<file path="config.mk">
export PLATFORM = sky130hd
export DESIGN_NAME = apl_land
export DESIGN_NICKNAME = d
export VERILOG_FILES = /design/src/hdl/altitude_pid_with_auto_land_macros.svh /design/src/hdl/apl_pkg.sv /design/src/hdl/apl_land.sv
export SDC_FILE = /design/constraint.sdc
export NUM_CORES = 1
export LEC_CHECK = 0
export ABC_AREA = 1
export BUFFER_PORTS_ARGS = -buffer_cell sky130_fd_sc_hd__clkbuf_2
export CAP_MARGIN = 20
export CORE_ASPECT_RATIO = 1.5
export CORE_MARGIN = 8
export CORE_UTILIZATION = 41
export DETAILED_ROUTE_END_ITERATION = 8
export PLACE_DENSITY = 0.88
export SLEW_MARGIN = 5
export SYNTH_ARGS = -nofsm -noshare
export SYNTH_HDL_FRONTEND = slang
export SYNTH_SLANG_ARGS = --single-unit
export TNS_END_PERCENT = 10
</file>
<file path="constraint.sdc">
create_clock -name vclk -period 1.7
set_input_delay 0.34 -clock vclk [all_inputs]
set_output_delay 0.34 -clock vclk [all_outputs]
set_load 0.01 [all_outputs]
</file>
<file path="src/hdl/altitude_pid_with_auto_land_macros.svh">
// Assertion macros shared by the altitude controller RTL.
// Included by files that carry concurrent checks; no other dependencies.
`ifndef ALTITUDE_PID_WITH_AUTO_LAND_MACROS_SVH
`define ALTITUDE_PID_WITH_AUTO_LAND_MACROS_SVH

`ifndef SYNTHESIS
// same-cycle implication
`define APL_ASSERT_IMPLY(lbl, clk, rst, ante, cons) \
   lbl: assert property (@(posedge clk) disable iff (rst) (ante) |-> (cons)) \
      else $error("altitude controller check failed");
// next-cycle implication
`define APL_ASSERT_NEXT(lbl, clk, rst, ante, cons) \
   lbl: assert property (@(posedge clk) disable iff (rst) (ante) |=> (cons)) \
      else $error("altitude controller check failed");
`else
`define APL_ASSERT_IMPLY(lbl, clk, rst, ante, cons)
`define APL_ASSERT_NEXT(lbl, clk, rst, ante, cons)
`endif

`endif

</file>
<file path="src/hdl/apl_pkg.sv">
// Package for the altitude controller: constants, register codes, shared types.
// No dependencies; used by every module of the block.
`timescale 1ns / 1ps

package apl_pkg;

   // configuration register indexes
   typedef enum logic [1:0] {
      CSR_GAIN_P     = 2'd0,
      CSR_GAIN_I     = 2'd1,
      CSR_GAIN_D     = 2'd2,
      CSR_ALT_ENABLE = 2'd3
   } csr_index_type;

   // PID limits (Q8.8 where noted)
   localparam logic signed [15:0] HOLD_ABOVE   = 16'sd300;
   localparam logic signed [12:0] INTEG_LIM_Q  = 13'sd2560;
   localparam logic signed [13:0] OUT_LIM_Q    = 14'sd5120;

   // landing sequence
   localparam logic [13:0]        LAND_STEP_MS     = 14'd5;
   localparam logic [13:0]        LAND_TIMEOUT_MS  = 14'd10000;
   localparam logic signed [15:0] LAND_DONE_HEIGHT = 16'sd5;
   localparam logic signed [15:0] LAND_FAST_HEIGHT = 16'sd100;
   localparam logic signed [15:0] LAND_MID_HEIGHT  = 16'sd30;
   localparam logic signed [5:0]  RATE_FAST        = -6'sd30;
   localparam logic signed [5:0]  RATE_MID         = -6'sd15;
   localparam logic signed [5:0]  RATE_SLOW        = -6'sd9;

   // PID state that the loop carries from tick to tick
   typedef struct packed {
      logic signed [16:0] prev_error;
      logic signed [31:0] error_sum;
   } pid_state_type;

   // landing sequencer decision for one tick
   typedef struct packed {
      logic              override;
      logic signed [5:0] cmd;
      logic              active;
      logic              lock;
      logic [13:0]       timer;
   } land_type;

endpackage

</file>
<file path="src/hdl/apl_land.sv">
// Auto-land sequencer: timer step, completion test and stepped descent rate.
// Depends on apl_pkg.
`timescale 1ns / 1ps

module apl_land (
   input  logic               flag_in,
   input  logic [13:0]        timer_cur,
   input  logic signed [15:0] meas,
   output apl_pkg::land_type  land
);

   logic [13:0] timer_step;

   assign timer_step = timer_cur + apl_pkg::LAND_STEP_MS;

   // completion wins over the descent table
   always_comb begin
      land.override = 1'b0;
      land.cmd      = '0;
      land.active   = 1'b0;
      land.lock     = 1'b0;
      land.timer    = timer_cur;
      if (flag_in) begin
         land.override = 1'b1;
         if (timer_step >= apl_pkg::LAND_TIMEOUT_MS || meas <= apl_pkg::LAND_DONE_HEIGHT) begin
            land.lock  = 1'b1;
            land.timer = '0;
         end else begin
            land.active = 1'b1;
            land.timer  = timer_step;
            if (meas >= apl_pkg::LAND_FAST_HEIGHT) begin
               land.cmd = apl_pkg::RATE_FAST;
            end else if (meas >= apl_pkg::LAND_MID_HEIGHT) begin
               land.cmd = apl_pkg::RATE_MID;
            end else begin
               land.cmd = apl_pkg::RATE_SLOW;
            end
         end
      end
   end

endmodule
</file>
* Word level (Yosys, flattened, before mapping)
Cells that the tools add are included.
** Storage, ports and cells
- Flip-flop bits (word level) :: 0
- Bits of input ports :: 31
** Operators by class
- Add/subtract/negate cells :: 1
- Order comparisons :: 4
- Muxes and demuxes :: 6
- Reduce and logical (&&, ||, !) cells :: 1
** Operators by type and width (number)
- 2-to-1 mux 23 bit :: 1
- >= comparator 16 x 6 -> 1 bit, second input constant :: 1
- >= comparator 16 x 8 -> 1 bit, second input constant :: 1
- less-or-equal comparator 16 x 4 -> 1 bit, second input constant :: 1
- adder 14 x 3 -> 14 bit, second input constant :: 1
- >= comparator 14 bit, second input constant :: 1
- 2-to-1 mux 14 bit :: 1
- 2-to-1 mux 7 bit :: 1
- 2-to-1 mux 5 bit :: 1
- 2-to-1 mux 3 bit :: 1
- logical OR 1 bit :: 1
- 2-to-1 mux 1 bit :: 1

* Depth between registers and ports, before layout
- Depth after elaboration :: 5
- Depth in mapped cells :: 12

* Least setup slack after synthesis
OpenSTA, ideal clock, no wires.
- Path type :: in2out
- Start :: input port timer_cur[0]
- End :: output port land[10] (netlist name)
- Data arrival time :: 1.578 ns
- Data required time :: 1.360 ns
- Path slack :: -0.218 ns
- Stages on the path :: 11
- Path buffers :: 0
- Cells stage by stage :: ha_1 -> nor2_1 -> nor2_4 -> nand2_1 -> nand2_1 -> nand2_1 -> nand3_1 -> nor2_1 -> nand3_2 -> a21oi_2 -> nor2_1
** RTL lines
- from (decl) :: RTL line apl_land.sv:7 : input logic [13:0] timer_cur,
- to (decl) :: RTL line apl_land.sv:9 : output apl_pkg::land_type land

==> impl_metrics.yaml <==
outcome:
  status: "finished, violations left"
  violations: "negative setup slack"
yosys:
  syn_area_per_cell_um2: 5.00
  synth.cell_area_um2: 861
  yosys-top-cells-area: "nand2_1 25%, inv_1 12%, nand4_1 12%"
  synth_top_area_share_pct: 24.9
  yosys.area.top_type: "nand2_1"
  syn_inst: 172
  synth_nets: 204
  ys_seq_area_share_pct: 0
  yosysWarnings: 0
  synth_cell_types: 28
layout:
  final_common_cell: "nand2_1"
  final.clkbuf_count: 0
  antenna_cells: 0
  layout_common_cells: "51 x nand2_1, 47 x clkbuf_2, 38 x buf_4"
  seq_cells: 0
  instances_no_fill: 279
  final_util_pct: 76.1
  fin_nets: 291
  fillers: 150
  ff_latch_area_um2: 0
  area.growth.synth_to_final_pct: 76.9
  drive_gt1_share_pct: 48.2
  final_cell_area_um2: 1520
placed_design:
  io_buffers: 53
  placed_area_um2: 1390
  dp.cells: 276
  dp_hpwl_um: 2870
  gp_congestion: 0.899
global_routing:
  first_global_vias: 1446
  overflow: 0
  grt_pass1_wl_um: 5870
  grt_antenna_before_repair: 0
  grt_start_max_net_pins: 15
  grt_util_all_layers_pct: 18.6
floorplanning:
  start_util_pct: 43.0
  dieArea_um2: 3850
  rows: 20
  io_pins: 54
  die_w_um: 53.4
  die_h_um: 72.1
  core_region_area_um2: 2000
clocking:
  hold_buffers: 0
critical_path:
  crit_fanout: 7
  worstPathRequired_ps: 1360
  criticalPathCategory: "input port to output pin"
  endpoint_kind: "output pin"
  worstPathArrival_ps: 1880
  start_kind: "input port"
sta:
  min_period_ps: 2220
  setup_viol: 21
  clock.fmax_mhz: 451
  postLayoutSetupSlackWorst_ps: -515
  drv_slew: 0
  fin_crit_sh_pct: 130
  hold_violations: 0
  rsz0062_at_grt: "yes"
  whs_ps: 982
flow_run:
  maxCapViolCount: 0
drt:
  remaining_drc_errors: 0
  firstDrtPassIters: 4
  viasPerCell: 5.23
  wl_um: 3800
  ant_nets: 0
  num_vias: 1459
  dr.first_iter.drc_count: 36
  wl_per_cell_um: 13.6
power:
  finalPower_uw: 367
  powerDensity_nw_per_um2: 241
  p_leak_nw: 0.910
  irDropWorstVdd_v: 0.000147
hold_path:
  min_delay_worst_endpoint: "land[1]"
  worstHoldPathCells: 4
  min_path_type: "input port to output pin"
  min_from: "timer_cur[1]"
==> where the power goes <==
part	switching (mW)	internal [mW]	leakage, nW
registers	0	0	0
clock network	0	0	0
logic	0.198	0.169	0.910
==> Yosys cell counts (all sizes together) <==
| cell type | instances |
|---|---|
| xor2 | 2 |
| mux2 | 1 |
| o21ai | 2 |
| buf | 7 |
| nor2 | 24 |
| a21oi | 4 |
| a21boi | 1 |
| inv | 28 |
| xnor2 | 2 |
| o311ai | 1 |
| nand2 | 62 |
| nand4 | 16 |
| clkbuf | 1 |
| ha | 1 |
| nand3b | 2 |
| a31oi | 1 |
| nand3 | 13 |
| conb | 1 |
| nor3 | 3 |
==> cell families after synthesis <==
logic type               Yosys count  share of synthesized area (%)
multiplexers                       1                           1.31
AO/OA/AOI/OAI                      9                           7.85
buffers and inverters             36                           20.1
AND/OR/NAND/NOR                  120                           64.8
XOR/XNOR                           4                           4.07
other                              1                          0.436
adder cells (fa/ha/maj)            1                           1.45
==> stage by stage <==
step | setup WS, ps | TNS (ps)
after floorplan | -121 | -1800
after global placement | -432 | -8210
after detailed placement | -530 | -9650
after CTS | -437 | -8380
after global routing | -645 | -12420
final | -515 | -9840
==> timing repair <==
item | in CTS | in global routing
buffers inserted | 2 | 1
pin swaps | 16 | 14
resized for setup | 16 | 14
setup endpoints to repair | 21 | 21
==> cell type report <==
| cell class | count | area, um^2 | share of cell area, % |
|---|---|---|---|
| inverters | 28 | 105 | 6.90 |
| multi-input cells | 136 | 791 | 51.9 |
| well taps | 22 | 27.5 | 1.81 |
| repair buffers | 93 | 599 | 39.4 |
==> critical path, cell delays in order <==
cell and delay, ps:
buf_8 80, ha_4 140, nor2_4 40, nor2_4 230
nand2_2 110, nand2_1 110, nand2_2 80, nand3_2 100
nor2_4 40, nand3_4 130, nand4_1 130, buf_4 160
inv_2 50, clkbuf_2 120
==> layer usage <==
layer	part of all wire [%]	GRT usage, %	wire length [um]	up-vias
li1	-	-	-	718
met5	0	0	0	-
met1	36	17.3	1350	634
met3	5.7	2.66	218	25
met2	53	35.2	2020	82
met4	5.5	11.0	209	0
==> how the worst max path moves through the flow <==
| stage | start | endpoint |
|---|---|---|
| after floorplan | timer_cur[0] | land[20] |
| after global placement | timer_cur[0] | land[7] |
| after detailed placement | timer_cur[0] | land[18] |
| after CTS | timer_cur[1] | land[16] |
| after global routing | timer_cur[0] | land[5] |
| final | timer_cur[0] | land[16] |
(Power assumes the default switching activity.)
